`config.mk`:
```
export PLATFORM = sky130hd
export DESIGN_NAME = partition_block_classifier_flat
export DESIGN_NICKNAME = d
export VERILOG_FILES = /design/src/sv/pbc_pkg.sv /design/src/sv/pbc_if.sv /design/src/sv/pbc_accum.sv /design/src/sv/pbc_finalize.sv /design/src/sv/partition_block_classifier.sv /design/src/flat_wrapper.sv
export SDC_FILE = /design/constraint.sdc
export NUM_CORES = 2
export LEC_CHECK = 0
export BUFFER_PORTS_ARGS = -buffer_cell sky130_fd_sc_hd__buf_2
export CAP_MARGIN = 20
export CORE_MARGIN = 2
export CORE_UTILIZATION = 60
export CTS_CLUSTER_SIZE = 24
export DETAILED_ROUTE_END_ITERATION = 10
export GPL_TIMING_DRIVEN = 0
export PLACE_DENSITY = 0.86
export SLEW_MARGIN = 20
export SYNTH_ARGS = -nofsm -noshare
export SYNTH_HDL_FRONTEND = slang
export SYNTH_HIERARCHICAL = 1
export SYNTH_SLANG_ARGS = --single-unit
```
`constraint.sdc`:
```
create_clock -name clk -period 21.1 [get_ports clk]
set_clock_uncertainty 0.1 [all_clocks]
set_input_delay 2.11 -clock clk [delete_from_list [all_inputs] [get_ports clk]]
set_output_delay 2.11 -clock clk [all_outputs]
set_load 0.01 [all_outputs]
```
`src/sv/pbc_pkg.sv`:
```
`default_nettype none

package pbc_pkg;

    localparam int VAR_W      = 14;
    localparam int CFG_DATA_W = 16;
    localparam int CFG_IDX_W  = 2;

    localparam logic [7:0]       STEP_EDGE  = 8'd16;
    localparam logic [7:0]       EDGE_LIMIT = 8'd24;
    localparam logic [8:0]       VAR_BASE   = 9'd96;
    localparam logic [VAR_W-1:0] VAR_MAX    = 14'd16383;

    typedef enum logic [CFG_IDX_W-1:0] {
        CFG_QUANTIZER    = 2'd0,
        CFG_FASTEST      = 2'd1,
        CFG_FRAME_WIDTH  = 2'd2,
        CFG_FRAME_HEIGHT = 2'd3
    } cfg_idx_t;

    typedef enum logic [1:0] {
        HINT_NONE = 2'd0,
        HINT_HORZ = 2'd1,
        HINT_VERT = 2'd2
    } hint_t;

    typedef enum logic [1:0] {
        DEC_UNSPLIT = 2'd0,
        DEC_SPLIT   = 2'd1,
        DEC_TRIAL   = 2'd2
    } decision_t;

    typedef struct packed {
        logic [7:0]  quantizer;
        logic        fastest_speed;
        logic [15:0] frame_width;
        logic [15:0] frame_height;
    } cfg_t;

endpackage

`default_nettype wire

```
`src/sv/pbc_if.sv`:
```
`default_nettype none

// Sample channel.
interface pbc_in_if;
    logic        valid;
    logic        ready;
    logic [7:0]  sample;
    logic        block_start;
    logic [1:0]  block_size_code;
    logic [13:0] block_row;
    logic [13:0] block_column;

    modport source (output valid, sample, block_start, block_size_code, block_row,
                    block_column, input ready);
    modport sink (input valid, sample, block_start, block_size_code, block_row,
                  block_column, output ready);
endinterface

// Result channel.
interface pbc_out_if;
    logic        valid;
    logic        ready;
    logic        no_split_ok;
    logic [1:0]  rectangle_hint;
    logic [1:0]  decision;
    logic [13:0] block_variance;
    logic [7:0]  largest_edge;

    modport source (output valid, no_split_ok, rectangle_hint, decision, block_variance,
                    largest_edge, input ready);
    modport sink (input valid, no_split_ok, rectangle_hint, decision, block_variance,
                  largest_edge, output ready);
endinterface

`default_nettype wire

```
`src/sv/pbc_accum.sv`:
```
`default_nettype none

module pbc_accum
    import pbc_pkg::*;
#(
    parameter int MAX_SIDE_PIXELS = 32,
    parameter int PALETTE_LIMIT   = 8
)
(
    input  wire logic clk,
    input  wire logic rst_n,
    input  wire logic take,
    input  wire logic [7:0] sample,
    input  wire logic start,
    input  wire logic [$clog2($clog2(MAX_SIDE_PIXELS+1)):0] start_log,
    input  wire logic start_fit,
    output logic done,
    output logic [8+2*($clog2(MAX_SIDE_PIXELS+1)-1)-1:0] fin_sum,
    output logic [16+2*($clog2(MAX_SIDE_PIXELS+1)-1)-1:0] fin_sq,
    output logic [$clog2(PALETTE_LIMIT+2)-1:0] fin_pal,
    output logic [7:0] fin_peak,
    output logic [8+2*($clog2(MAX_SIDE_PIXELS+1)-1)-1:0] fin_row_act,
    output logic [8+2*($clog2(MAX_SIDE_PIXELS+1)-1)-1:0] fin_col_act,
    output logic [2*($clog2(MAX_SIDE_PIXELS+1)-1)-1:0] fin_row_edges,
    output logic [2*($clog2(MAX_SIDE_PIXELS+1)-1)-1:0] fin_col_edges,
    output logic [$clog2($clog2(MAX_SIDE_PIXELS+1)):0] fin_log,
    output logic fin_fit
);

    localparam int SIDE_LOG_MAX = $clog2(MAX_SIDE_PIXELS + 1) - 1;
    localparam int LOG_W        = $clog2(SIDE_LOG_MAX + 1) + 1;
    localparam int POS_W        = SIDE_LOG_MAX;
    localparam int LINE_DEPTH   = 1 << SIDE_LOG_MAX;
    localparam int SUM_W        = 8 + 2 * SIDE_LOG_MAX;
    localparam int SQ_W         = 16 + 2 * SIDE_LOG_MAX;
    localparam int CNT_W        = 2 * SIDE_LOG_MAX;
    localparam int PAL_CNT_W    = $clog2(PALETTE_LIMIT + 2);
    localparam int PAL_IDX_W    = $clog2(PALETTE_LIMIT);
    localparam logic [LOG_W-1:0]     LOG_RESET = LOG_W'(3);
    localparam logic [PAL_CNT_W-1:0] PAL_FULL  = PAL_CNT_W'(PALETTE_LIMIT);

    logic [LOG_W-1:0]     log_reg;
    logic                 fit_reg;
    logic [POS_W-1:0]     x_reg, y_reg;
    logic [7:0]           left_reg;
    logic [SUM_W-1:0]     sum_reg, row_act_reg, col_act_reg;
    logic [SQ_W-1:0]      sq_reg;
    logic [PAL_CNT_W-1:0] pal_cnt_reg;
    logic [7:0]           peak_reg;
    logic [CNT_W-1:0]     row_edg_reg, col_edg_reg;
    logic [7:0]           pal_val_reg [PALETTE_LIMIT];
    logic [7:0]           line_mem_reg [LINE_DEPTH];
    logic [7:0]           up_rd_reg;

    logic [LOG_W-1:0]     cur_log;
    logic                 cur_fit;
    logic [POS_W-1:0]     base_x, base_y, side_mask, x_next, y_next, rd_addr;
    logic [SUM_W-1:0]     base_sum, base_row_act, base_col_act;
    logic [SQ_W-1:0]      base_sq;
    logic [PAL_CNT_W-1:0] base_cnt, cnt_next;
    logic [7:0]           base_peak, base_left, peak_next;
    logic [CNT_W-1:0]     base_row_edg, base_col_edg;
    logic                 last_x, last_y, left_ok, up_ok, match, pal_we;
    logic [15:0]          s_sq;
    logic [7:0]           e_left, e_up;
    logic [SUM_W-1:0]     sum_next, row_act_next, col_act_next;
    logic [SQ_W-1:0]      sq_next;
    logic [CNT_W-1:0]     row_edg_next, col_edg_next;
    logic [PAL_IDX_W-1:0] pal_idx;

    // A start sample sees a cleared block.
    assign cur_log      = start ? start_log : log_reg;
    assign cur_fit      = start ? start_fit : fit_reg;
    assign base_x       = start ? '0 : x_reg;
    assign base_y       = start ? '0 : y_reg;
    assign base_sum     = start ? '0 : sum_reg;
    assign base_sq      = start ? '0 : sq_reg;
    assign base_cnt     = start ? '0 : pal_cnt_reg;
    assign base_peak    = start ? '0 : peak_reg;
    assign base_left    = start ? '0 : left_reg;
    assign base_row_act = start ? '0 : row_act_reg;
    assign base_col_act = start ? '0 : col_act_reg;
    assign base_row_edg = start ? '0 : row_edg_reg;
    assign base_col_edg = start ? '0 : col_edg_reg;

    assign side_mask = ~({POS_W{1'b1}} << cur_log);
    assign last_x    = (base_x == side_mask);
    assign last_y    = (base_y == side_mask);
    assign done      = take && last_x && last_y;
    assign x_next    = last_x ? '0 : base_x + POS_W'(1);
    assign y_next    = last_x ? (last_y ? '0 : base_y + POS_W'(1)) : base_y;

    // Line buffer read runs one pixel ahead of the consumer.
    assign rd_addr = take ? x_next : x_reg;

    assign left_ok = (base_x != '0);
    assign up_ok   = (base_y != '0);
    assign e_left  = (sample > base_left) ? sample - base_left : base_left - sample;
    assign e_up    = (sample > up_rd_reg) ? sample - up_rd_reg : up_rd_reg - sample;
    assign s_sq    = {8'd0, sample} * {8'd0, sample};

    always_comb
    begin
        peak_next = base_peak;
        if (left_ok && e_left > peak_next)
        begin
            peak_next = e_left;
        end
        if (up_ok && e_up > peak_next)
        begin
            peak_next = e_up;
        end
    end

    assign sum_next     = base_sum + SUM_W'(sample);
    assign sq_next      = base_sq + SQ_W'(s_sq);
    assign row_act_next = base_row_act + (left_ok ? SUM_W'(e_left) : '0);
    assign col_act_next = base_col_act + (up_ok ? SUM_W'(e_up) : '0);
    assign row_edg_next = base_row_edg + CNT_W'(left_ok && (e_left > STEP_EDGE));
    assign col_edg_next = base_col_edg + CNT_W'(up_ok && (e_up > STEP_EDGE));

    // Palette: parallel compare against the filled entries.
    always_comb
    begin
        match = 1'b0;
        for (int i = 0; i < PALETTE_LIMIT; i++)
        begin
            if ((PAL_CNT_W'(i) < base_cnt) && (pal_val_reg[i] == sample))
            begin
                match = 1'b1;
            end
        end
        cnt_next = base_cnt;
        if ((base_cnt <= PAL_FULL) && !match)
        begin
            cnt_next = (base_cnt < PAL_FULL) ? base_cnt + PAL_CNT_W'(1)
                                             : PAL_FULL + PAL_CNT_W'(1);
        end
    end

    assign pal_we  = take && (base_cnt < PAL_FULL) && !match;
    assign pal_idx = PAL_IDX_W'(base_cnt);

    assign fin_sum       = sum_next;
    assign fin_sq        = sq_next;
    assign fin_pal       = cnt_next;
    assign fin_peak      = peak_next;
    assign fin_row_act   = row_act_next;
    assign fin_col_act   = col_act_next;
    assign fin_row_edges = row_edg_next;
    assign fin_col_edges = col_edg_next;
    assign fin_log       = cur_log;
    assign fin_fit       = cur_fit;

    always_ff @(posedge clk or negedge rst_n)
    begin
        if (!rst_n)
        begin
            log_reg     <= LOG_RESET;
            fit_reg     <= 1'b0;
            x_reg       <= '0;
            y_reg       <= '0;
            left_reg    <= '0;
            sum_reg     <= '0;
            sq_reg      <= '0;
            pal_cnt_reg <= '0;
            peak_reg    <= '0;
            row_act_reg <= '0;
            col_act_reg <= '0;
            row_edg_reg <= '0;
            col_edg_reg <= '0;
        end
        else if (take)
        begin
            log_reg <= cur_log;
            fit_reg <= cur_fit;
            x_reg   <= x_next;
            y_reg   <= y_next;
            if (done)
            begin
                left_reg    <= '0;
                sum_reg     <= '0;
                sq_reg      <= '0;
                pal_cnt_reg <= '0;
                peak_reg    <= '0;
                row_act_reg <= '0;
                col_act_reg <= '0;
                row_edg_reg <= '0;
                col_edg_reg <= '0;
            end
            else
            begin
                left_reg    <= sample;
                sum_reg     <= sum_next;
                sq_reg      <= sq_next;
                pal_cnt_reg <= cnt_next;
                peak_reg    <= peak_next;
                row_act_reg <= row_act_next;
                col_act_reg <= col_act_next;
                row_edg_reg <= row_edg_next;
                col_edg_reg <= col_edg_next;
            end
        end
    end

    always_ff @(posedge clk)
    begin
        if (pal_we)
        begin
            pal_val_reg[pal_idx] <= sample;
        end
    end

    always_ff @(posedge clk)
    begin
        if (take)
        begin
            line_mem_reg[base_x] <= sample;
        end
        up_rd_reg <= line_mem_reg[rd_addr];
    end

endmodule

`default_nettype wire

```
`src/sv/pbc_finalize.sv`:
```
`default_nettype none

module pbc_finalize
    import pbc_pkg::*;
#(
    parameter int MAX_SIDE_PIXELS = 32,
    parameter int PALETTE_LIMIT   = 8
)
(
    input  wire logic clk,
    input  wire logic rst_n,
    input  wire cfg_t cfg,
    input  wire logic snap_load,
    input  wire logic [8+2*($clog2(MAX_SIDE_PIXELS+1)-1)-1:0] fin_sum,
    input  wire logic [16+2*($clog2(MAX_SIDE_PIXELS+1)-1)-1:0] fin_sq,
    input  wire logic [$clog2(PALETTE_LIMIT+2)-1:0] fin_pal,
    input  wire logic [7:0] fin_peak,
    input  wire logic [8+2*($clog2(MAX_SIDE_PIXELS+1)-1)-1:0] fin_row_act,
    input  wire logic [8+2*($clog2(MAX_SIDE_PIXELS+1)-1)-1:0] fin_col_act,
    input  wire logic [2*($clog2(MAX_SIDE_PIXELS+1)-1)-1:0] fin_row_edges,
    input  wire logic [2*($clog2(MAX_SIDE_PIXELS+1)-1)-1:0] fin_col_edges,
    input  wire logic [$clog2($clog2(MAX_SIDE_PIXELS+1)):0] fin_log,
    input  wire logic fin_fit,
    output logic snap_free,
    output logic out_valid,
    input  wire logic out_ready,
    output logic no_split_ok,
    output logic [1:0] rectangle_hint,
    output logic [1:0] decision,
    output logic [VAR_W-1:0] block_variance,
    output logic [7:0] largest_edge
);

    localparam int SIDE_LOG_MAX = $clog2(MAX_SIDE_PIXELS + 1) - 1;
    localparam int LOG_W        = $clog2(SIDE_LOG_MAX + 1) + 1;
    localparam int SUM_W        = 8 + 2 * SIDE_LOG_MAX;
    localparam int SQ_W         = 16 + 2 * SIDE_LOG_MAX;
    localparam int CNT_W        = 2 * SIDE_LOG_MAX;
    localparam int PAL_CNT_W    = $clog2(PALETTE_LIMIT + 2);
    localparam int DW           = 2 * SUM_W;
    localparam int ACT_W        = SUM_W + 2;
    localparam logic [PAL_CNT_W-1:0] PAL_FULL = PAL_CNT_W'(PALETTE_LIMIT);

    // Stage 1: snapshot of the finished block.
    logic                 s1_v_reg;
    logic [SUM_W-1:0]     s1_sum_reg, s1_row_act_reg, s1_col_act_reg;
    logic [SQ_W-1:0]      s1_sq_reg;
    logic [PAL_CNT_W-1:0] s1_pal_reg;
    logic [7:0]           s1_peak_reg;
    logic [CNT_W-1:0]     s1_row_edg_reg, s1_col_edg_reg;
    logic [LOG_W-1:0]     s1_log_reg;
    logic                 s1_fit_reg;

    // Stage 2: squared sum, hint.
    logic                 s2_v_reg;
    logic [DW-1:0]        s2_prod_reg;
    logic [SQ_W-1:0]      s2_sq_reg;
    logic [LOG_W-1:0]     s2_log_reg;
    logic [7:0]           s2_peak_reg;
    logic                 s2_fit_reg, s2_pal_ok_reg;
    hint_t                s2_hint_reg;

    // Stage 3: variance.
    logic                 s3_v_reg;
    logic [VAR_W-1:0]     s3_var_reg;
    logic [7:0]           s3_peak_reg;
    logic                 s3_fit_reg, s3_pal_ok_reg;
    hint_t                s3_hint_reg;

    // Output register.
    logic                 out_v_reg;
    logic                 out_none_reg;
    hint_t                out_hint_reg;
    decision_t            out_dec_reg;
    logic [VAR_W-1:0]     out_var_reg;
    logic [7:0]           out_peak_reg;

    logic out_free, s3_free, s2_free, s1_free;

    assign out_free  = !out_v_reg || out_ready;
    assign s3_free   = !s3_v_reg || out_free;
    assign s2_free   = !s2_v_reg || s3_free;
    assign s1_free   = !s1_v_reg || s2_free;
    assign snap_free = s1_free;

    // Stage 2 logic
    logic [DW-1:0]    prod;
    logic [CNT_W:0]   lo, hi;
    logic [ACT_W-1:0] pp, row_lim, col_lim;
    logic             hint_on, horz, vert, pal_ok;
    hint_t            hint;

    assign prod    = DW'(s1_sum_reg) * DW'(s1_sum_reg);
    assign lo      = (CNT_W + 1)'(3) << (s1_log_reg - LOG_W'(2));
    assign hi      = (CNT_W + 1)'(5) << (s1_log_reg - LOG_W'(2));
    assign pp      = ACT_W'(1) << {s1_log_reg, 1'b0};
    assign row_lim = {1'b0, s1_row_act_reg, 1'b0} + pp;
    assign col_lim = {1'b0, s1_col_act_reg, 1'b0} + pp;
    assign hint_on = s1_fit_reg && !cfg.fastest_speed
                     && ((s1_log_reg == LOG_W'(4)) || (s1_log_reg == LOG_W'(5)));
    assign horz    = ({1'b0, s1_col_edg_reg} >= lo) && ({1'b0, s1_col_edg_reg} <= hi)
                     && (ACT_W'(s1_col_act_reg) > row_lim);
    assign vert    = ({1'b0, s1_row_edg_reg} >= lo) && ({1'b0, s1_row_edg_reg} <= hi)
                     && (ACT_W'(s1_row_act_reg) > col_lim);
    assign pal_ok  = (s1_pal_reg >= PAL_CNT_W'(2)) && (s1_pal_reg <= PAL_FULL);

    always_comb
    begin
        hint = HINT_NONE;
        if (hint_on && horz)
        begin
            hint = HINT_HORZ;
        end
        else if (hint_on && vert)
        begin
            hint = HINT_VERT;
        end
    end

    // Stage 3 logic: (sq*n - sum^2) / n^2 with n a power of two.
    logic [DW-1:0]    diff, var_full;
    logic [VAR_W-1:0] var_sat;

    assign diff     = (DW'(s2_sq_reg) << {s2_log_reg, 1'b0}) - s2_prod_reg;
    assign var_full = diff >> {s2_log_reg, 2'b00};
    assign var_sat  = (var_full > DW'(VAR_MAX)) ? VAR_MAX : var_full[VAR_W-1:0];

    // Output logic
    logic [8:0] var_lim;
    logic       none;
    decision_t  dec;

    assign var_lim = VAR_BASE + 9'(cfg.quantizer[7:2]);
    assign none    = s3_fit_reg && (s3_pal_ok_reg
                     || ((s3_var_reg <= VAR_W'(var_lim)) && (s3_peak_reg <= EDGE_LIMIT)));

    always_comb
    begin
        if (cfg.fastest_speed)
        begin
            dec = none ? DEC_UNSPLIT : DEC_SPLIT;
        end
        else if (!none && (s3_hint_reg == HINT_NONE))
        begin
            dec = DEC_SPLIT;
        end
        else
        begin
            dec = DEC_TRIAL;
        end
    end

    always_ff @(posedge clk or negedge rst_n)
    begin
        if (!rst_n)
        begin
            s1_v_reg  <= 1'b0;
            s2_v_reg  <= 1'b0;
            s3_v_reg  <= 1'b0;
            out_v_reg <= 1'b0;
        end
        else
        begin
            if (s1_free)
            begin
                s1_v_reg <= snap_load;
            end
            if (s2_free)
            begin
                s2_v_reg <= s1_v_reg;
            end
            if (s3_free)
            begin
                s3_v_reg <= s2_v_reg;
            end
            if (out_free)
            begin
                out_v_reg <= s3_v_reg;
            end
        end
    end

    always_ff @(posedge clk)
    begin
        if (s1_free && snap_load)
        begin
            s1_sum_reg     <= fin_sum;
            s1_sq_reg      <= fin_sq;
            s1_pal_reg     <= fin_pal;
            s1_peak_reg    <= fin_peak;
            s1_row_act_reg <= fin_row_act;
            s1_col_act_reg <= fin_col_act;
            s1_row_edg_reg <= fin_row_edges;
            s1_col_edg_reg <= fin_col_edges;
            s1_log_reg     <= fin_log;
            s1_fit_reg     <= fin_fit;
        end
        if (s2_free && s1_v_reg)
        begin
            s2_prod_reg   <= prod;
            s2_sq_reg     <= s1_sq_reg;
            s2_log_reg    <= s1_log_reg;
            s2_peak_reg   <= s1_peak_reg;
            s2_fit_reg    <= s1_fit_reg;
            s2_pal_ok_reg <= pal_ok;
            s2_hint_reg   <= hint;
        end
        if (s3_free && s2_v_reg)
        begin
            s3_var_reg    <= var_sat;
            s3_peak_reg   <= s2_peak_reg;
            s3_fit_reg    <= s2_fit_reg;
            s3_pal_ok_reg <= s2_pal_ok_reg;
            s3_hint_reg   <= s2_hint_reg;
        end
        if (out_free && s3_v_reg)
        begin
            out_none_reg <= none;
            out_hint_reg <= s3_hint_reg;
            out_dec_reg  <= dec;
            out_var_reg  <= s3_var_reg;
            out_peak_reg <= s3_peak_reg;
        end
    end

    assign out_valid      = out_v_reg;
    assign no_split_ok    = out_none_reg;
    assign rectangle_hint = out_hint_reg;
    assign decision       = out_dec_reg;
    assign block_variance = out_var_reg;
    assign largest_edge   = out_peak_reg;

endmodule

`default_nettype wire

```
`src/sv/partition_block_classifier.sv`:
```
// A result passes the snapshot, stage 2, stage 3 and output registers after the last sample of a block is accepted.
// Throughput: one sample per cycle while input ready is high; the accumulators and line buffer update per sample.
// Input ready drops only when four finished results are held by a stalled result channel.
// Reset (rst_n, async, low): config, counters, sums and pipeline valids clear; held size
// is 8 pixels and the fit flag is 0. Line buffer and palette entries are not cleared.
`default_nettype none

module partition_block_classifier
    import pbc_pkg::*;
#(
    parameter int MAX_SIDE_PIXELS = 32,
    parameter int PALETTE_LIMIT   = 8
)
(
    input  wire logic clk,
    input  wire logic rst_n,
    pbc_in_if.sink    pixels,
    pbc_out_if.source results,
    input  wire logic cfg_wr_en,
    input  wire logic [CFG_IDX_W-1:0] cfg_index,
    input  wire logic [CFG_DATA_W-1:0] cfg_data
);

    localparam int SIDE_LOG_MAX = $clog2(MAX_SIDE_PIXELS + 1) - 1;
    localparam int LOG_W        = $clog2(SIDE_LOG_MAX + 1) + 1;
    localparam int SUM_W        = 8 + 2 * SIDE_LOG_MAX;
    localparam int SQ_W         = 16 + 2 * SIDE_LOG_MAX;
    localparam int CNT_W        = 2 * SIDE_LOG_MAX;
    localparam int PAL_CNT_W    = $clog2(PALETTE_LIMIT + 2);

    // ------------------------------------------------------------------
    // Configuration registers. Written by the user only while idle; the block does not enforce it.
    // ------------------------------------------------------------------
    cfg_t cfg_reg;

    always_ff @(posedge clk or negedge rst_n)
    begin
        if (!rst_n)
        begin
            cfg_reg <= '0;
        end
        else if (cfg_wr_en)
        begin
            unique case (cfg_idx_t'(cfg_index))
                CFG_QUANTIZER:    cfg_reg.quantizer     <= cfg_data[7:0];
                CFG_FASTEST:      cfg_reg.fastest_speed <= cfg_data[0];
                CFG_FRAME_WIDTH:  cfg_reg.frame_width   <= cfg_data;
                CFG_FRAME_HEIGHT: cfg_reg.frame_height  <= cfg_data;
                default:          cfg_reg               <= cfg_reg;
            endcase
        end
    end

    // ------------------------------------------------------------------
    // Block size and frame fit, evaluated on the start sample.
    // Code three counts as 32; sizes above the line buffer shrink to it.
    // ------------------------------------------------------------------
    logic [1:0]       code_clamped;
    logic [LOG_W-1:0] raw_log, start_log;
    logic [14:0]      units, col_end, row_end;
    logic             start_fit;

    assign code_clamped = (pixels.block_size_code > 2'd2) ? 2'd2 : pixels.block_size_code;
    assign raw_log      = LOG_W'(3) + LOG_W'(code_clamped);
    assign start_log    = (raw_log > LOG_W'(SIDE_LOG_MAX)) ? LOG_W'(SIDE_LOG_MAX) : raw_log;
    // side / 4 in 4-pixel units
    assign units        = 15'(1) << (start_log - LOG_W'(2));
    assign col_end      = {1'b0, pixels.block_column} + units;
    assign row_end      = {1'b0, pixels.block_row} + units;
    assign start_fit    = ({col_end, 2'b00} <= {1'b0, cfg_reg.frame_width})
                          && ({row_end, 2'b00} <= {1'b0, cfg_reg.frame_height});

    // ------------------------------------------------------------------
    // Transaction handshake and datapath.
    // ------------------------------------------------------------------
    logic                 take, done, snap_free;
    logic [SUM_W-1:0]     fin_sum, fin_row_act, fin_col_act;
    logic [SQ_W-1:0]      fin_sq;
    logic [PAL_CNT_W-1:0] fin_pal;
    logic [7:0]           fin_peak;
    logic [CNT_W-1:0]     fin_row_edges, fin_col_edges;
    logic [LOG_W-1:0]     fin_log;
    logic                 fin_fit;

    assign pixels.ready = snap_free;
    assign take         = pixels.valid && snap_free;

    pbc_accum #(
        .MAX_SIDE_PIXELS (MAX_SIDE_PIXELS),
        .PALETTE_LIMIT   (PALETTE_LIMIT)
    ) u_accum (
        .clk           (clk),
        .rst_n         (rst_n),
        .take          (take),
        .sample        (pixels.sample),
        .start         (pixels.block_start),
        .start_log     (start_log),
        .start_fit     (start_fit),
        .done          (done),
        .fin_sum       (fin_sum),
        .fin_sq        (fin_sq),
        .fin_pal       (fin_pal),
        .fin_peak      (fin_peak),
        .fin_row_act   (fin_row_act),
        .fin_col_act   (fin_col_act),
        .fin_row_edges (fin_row_edges),
        .fin_col_edges (fin_col_edges),
        .fin_log       (fin_log),
        .fin_fit       (fin_fit)
    );

    // Finish pipeline: snapshot, squared sum and hint, variance, result register.
    pbc_finalize #(
        .MAX_SIDE_PIXELS (MAX_SIDE_PIXELS),
        .PALETTE_LIMIT   (PALETTE_LIMIT)
    ) u_finalize (
        .clk            (clk),
        .rst_n          (rst_n),
        .cfg            (cfg_reg),
        .snap_load      (done),
        .fin_sum        (fin_sum),
        .fin_sq         (fin_sq),
        .fin_pal        (fin_pal),
        .fin_peak       (fin_peak),
        .fin_row_act    (fin_row_act),
        .fin_col_act    (fin_col_act),
        .fin_row_edges  (fin_row_edges),
        .fin_col_edges  (fin_col_edges),
        .fin_log        (fin_log),
        .fin_fit        (fin_fit),
        .snap_free      (snap_free),
        .out_valid      (results.valid),
        .out_ready      (results.ready),
        .no_split_ok    (results.no_split_ok),
        .rectangle_hint (results.rectangle_hint),
        .decision       (results.decision),
        .block_variance (results.block_variance),
        .largest_edge   (results.largest_edge)
    );

endmodule

`default_nettype wire

```
`src/flat_wrapper.sv`:
```
// flat-port wrapper written by rule: the top's interface ports become plain ports
module partition_block_classifier_flat import pbc_pkg::*;
#(
    parameter int MAX_SIDE_PIXELS = 32,
    parameter int PALETTE_LIMIT   = 8
)
  (clk, rst_n, cfg_wr_en, cfg_index, cfg_data, pixels_valid, pixels_sample, pixels_block_start, pixels_block_size_code, pixels_block_row, pixels_block_column, pixels_ready, results_valid, results_no_split_ok, results_rectangle_hint, results_decision, results_block_variance, results_largest_edge, results_ready);
  pbc_in_if pixels_i ();
  pbc_out_if results_i ();
  input  wire logic clk;
  input  wire logic rst_n;
  input  wire logic cfg_wr_en;
  input  wire logic [CFG_IDX_W-1:0] cfg_index;
  input  wire logic [CFG_DATA_W-1:0] cfg_data;
  input wire logic [$bits(pixels_i.valid)-1:0] pixels_valid;
  input wire logic [$bits(pixels_i.sample)-1:0] pixels_sample;
  input wire logic [$bits(pixels_i.block_start)-1:0] pixels_block_start;
  input wire logic [$bits(pixels_i.block_size_code)-1:0] pixels_block_size_code;
  input wire logic [$bits(pixels_i.block_row)-1:0] pixels_block_row;
  input wire logic [$bits(pixels_i.block_column)-1:0] pixels_block_column;
  output wire logic [$bits(pixels_i.ready)-1:0] pixels_ready;
  output wire logic [$bits(results_i.valid)-1:0] results_valid;
  output wire logic [$bits(results_i.no_split_ok)-1:0] results_no_split_ok;
  output wire logic [$bits(results_i.rectangle_hint)-1:0] results_rectangle_hint;
  output wire logic [$bits(results_i.decision)-1:0] results_decision;
  output wire logic [$bits(results_i.block_variance)-1:0] results_block_variance;
  output wire logic [$bits(results_i.largest_edge)-1:0] results_largest_edge;
  input wire logic [$bits(results_i.ready)-1:0] results_ready;
  assign pixels_i.valid = pixels_valid;
  assign pixels_i.sample = pixels_sample;
  assign pixels_i.block_start = pixels_block_start;
  assign pixels_i.block_size_code = pixels_block_size_code;
  assign pixels_i.block_row = pixels_block_row;
  assign pixels_i.block_column = pixels_block_column;
  assign pixels_ready = pixels_i.ready;
  assign results_valid = results_i.valid;
  assign results_no_split_ok = results_i.no_split_ok;
  assign results_rectangle_hint = results_i.rectangle_hint;
  assign results_decision = results_i.decision;
  assign results_block_variance = results_i.block_variance;
  assign results_largest_edge = results_i.largest_edge;
  assign results_i.ready = results_ready;
  partition_block_classifier #(.MAX_SIDE_PIXELS(MAX_SIDE_PIXELS), .PALETTE_LIMIT(PALETTE_LIMIT)) u_core (.clk(clk), .rst_n(rst_n), .pixels(pixels_i), .results(results_i), .cfg_wr_en(cfg_wr_en), .cfg_index(cfg_index), .cfg_data(cfg_data));
endmodule
```
==> impl_metrics.yaml <==
setup_path:
  path_max_fanout: 10
  rr_worst_depth: 26
  required_ps: 21390
  endpoint_kind: "flip-flop"
  cp_slowest_cell: "buf_1"
  r2r_start: "u_core/u_finalize/s1_sum_reg[7]"
  max_stage_delay_ps: 950
  cp.buffers_inverters: 11
  cpLargestDelayFamily: "buffers and inverters"
  crit_type: "in2reg"
  r2r_slack_ps: 12660
  critical_path.most_common_cell: "nand2_1"
  cp-start-kind: "input pin"
  r2r-end: "u_core/u_finalize/s2_prod_reg[35]"
  cp.arrival_ps: 12220
sta:
  fin_crit_sh_pct: 56.6
  period_needed_ps: 11940
  fmax_mhz: 83.8
  grt_setup_unrepaired: "no"
  final_max_slew_viol_count: 0
  worstMarginPinSlew_ps: 1200
  finalSetupViolCount: 0
  finalHoldViolations: 0
  tns_ps: 0
  max_slew_margin_pct: 19.9
clock_tree:
  numCtsBuffers: 79
  clk_pin_slew_worst_paths_ps: 60
  cts_hold_buffers: 0
  clk_path_buf_depth: 3
  cts_root_buf: "clkbuf_16"
  clk_latency_ps: 670
  tritoncts: "yes"
  cts_htree_levels: 3
  cts_sinks: 753
  cts.repair.resized: 0
  cts_setup_buffers: 0
power_and_ir_drop:
  p_total_uw: 4590
  power_density_nw_per_um2: 78.3
  ir_drop_uv: 89.6
  leakage_uw: 0.0253
floorplan:
  io-pin-count: 91
  dieArea_um2: 92100
  initial_utilization_pct: 60.7
  die_width_um: 304
  fp-row-count: 109
  core_area_um2: 88600
  die_h_um: 304
detailed_routing:
  wire_per_inst_um: 22.8
  wl_mm: 150
  vias: 41754
  vias_per_cell: 6.35
  drt_iter0_markers: 4832
  first_pass_iters: 8
  drcViolationCount: 0
  postRouteAntennaNets: 0
worst_hold_path:
  hold_start: "u_core/u_finalize/s1_sq_reg[14]"
  hold_class: "reg2reg"
  hold-path-cell-count: 0
  whs_endpoint: "u_core/u_finalize/s2_sq_reg[14]"
layout:
  layout.nets: 6107
  largest_reg_flops: 256
  mostFrequentLayoutCells: "592 x inv_1, 567 x edfxtp_1, 438 x ha_1"
  nFillCells: 6572
  final_common_cell: "inv_1"
  drive_above_1_share_pct: 7.68
  syn2layout_area_growth_pct: 9.01
placement:
  gp_congestion: 0.989
  hpwl_mm: 111
  io_buffers: 90
logic_synthesis:
  ys_warn_count: 6
  synthCells: 5151
  netlist_area_um2: 53800
  avgSynthCellArea_um2: 10.5
global_route:
  grt_pass1_wl_mm: 233
  grt_pass1_vias: 41554
  grt_max_degree: 98
  grt-ovfl-total: 0
  antenna_found_initial: 3
  grt_usage_pct: 32.7
run_status:
  status: "complete, no violations"
run:
  max_cap_violations: 0
-- layout make-up --
type	instances	area [µm²]	area share (%)
Tap cell	1165	1460	2.48
Antenna cell	1	2.50	0.00426
Buffer	212	865	1.47
Clock inverter	44	518	0.883
Inverter	598	2250	3.83
Multi-Input combinational cell	3599	29200	49.7
Sequential cell	753	21600	36.9
Clock buffer	103	2160	3.68
Timing Repair Buffer	96	613	1.04
-- metrics by stage --
step / instances / hold WS, ps / cell area, µm² / utilization (%) / setup slack, ps
after floorplan: 5162 / 300 / 53900 / - / 12220
after global placement: 6417 / 300 / 55800 / 62.9 / 8880
after detailed placement: 6423 / 305 / 56000 / 63.2 / 8820
after CTS: 6570 / 292 / 58700 / 66.2 / 9440
after global routing: 6570 / 316 / 58700 / 66.2 / 8740
final: 6571 / 303 / 58700 / 66.2 / 9160
-- how the worst max path moves through the flow --
| stage | to | depth (start not counted) | slack (ps) | start |
|---|---|---|---|---|
| floorplan | u_core/u_finalize/s1_peak_reg[7] | 35 | 12220 | pixels_block_start |
| global placement | u_core/u_finalize/s1_peak_reg[5] | 35 | 8880 | pixels_block_start |
| detailed placement | u_core/u_finalize/s1_peak_reg[5] | 36 | 8820 | pixels_block_start |
| CTS | u_core/u_finalize/s1_peak_reg[5] | 35 | 9440 | pixels_block_start |
| global route | u_core/u_finalize/s1_peak_reg[5] | 35 | 8740 | pixels_block_start |
| finish | u_core/u_finalize/s1_peak_reg[5] | 35 | 9160 | pixels_block_start |
-- power by group --
group	switching [µW]	internal (µW)
registers	51.4	1710
logic	879	523
clock network	626	802
-- worst reg2reg max path, cell delays in order, from the launching register on --
cell      delay (ps)
edfxtp_1         320
clkbuf_1         400
clkbuf_1         560
nand2_1          200
fa_1             570
inv_1             50
fa_1             510
inv_1             60
fa_1             530
inv_1             60
fa_1             530
inv_1             60
fa_1             520
inv_1             50
fa_1             510
ha_1             380
a21oi_1          150
o21ai_0          150
nor2b_1          170
a2111o_1         380
o221a_2          270
o41ai_2          380
o21ai_1          220
or4b_1           540
a31o_2           260
a21oi_1          170
xnor2_1           90
-- routing by layer --
metal	track usage, %	vias to the layer above	routed length [µm]
met2	51.5	2400	68400
met1	45.4	20291	60700
li1	-	18594	-
met5	0	-	16
met3	5.08	467	14500
met4	13.4	2	6360
(Power assumes the default switching activity.)
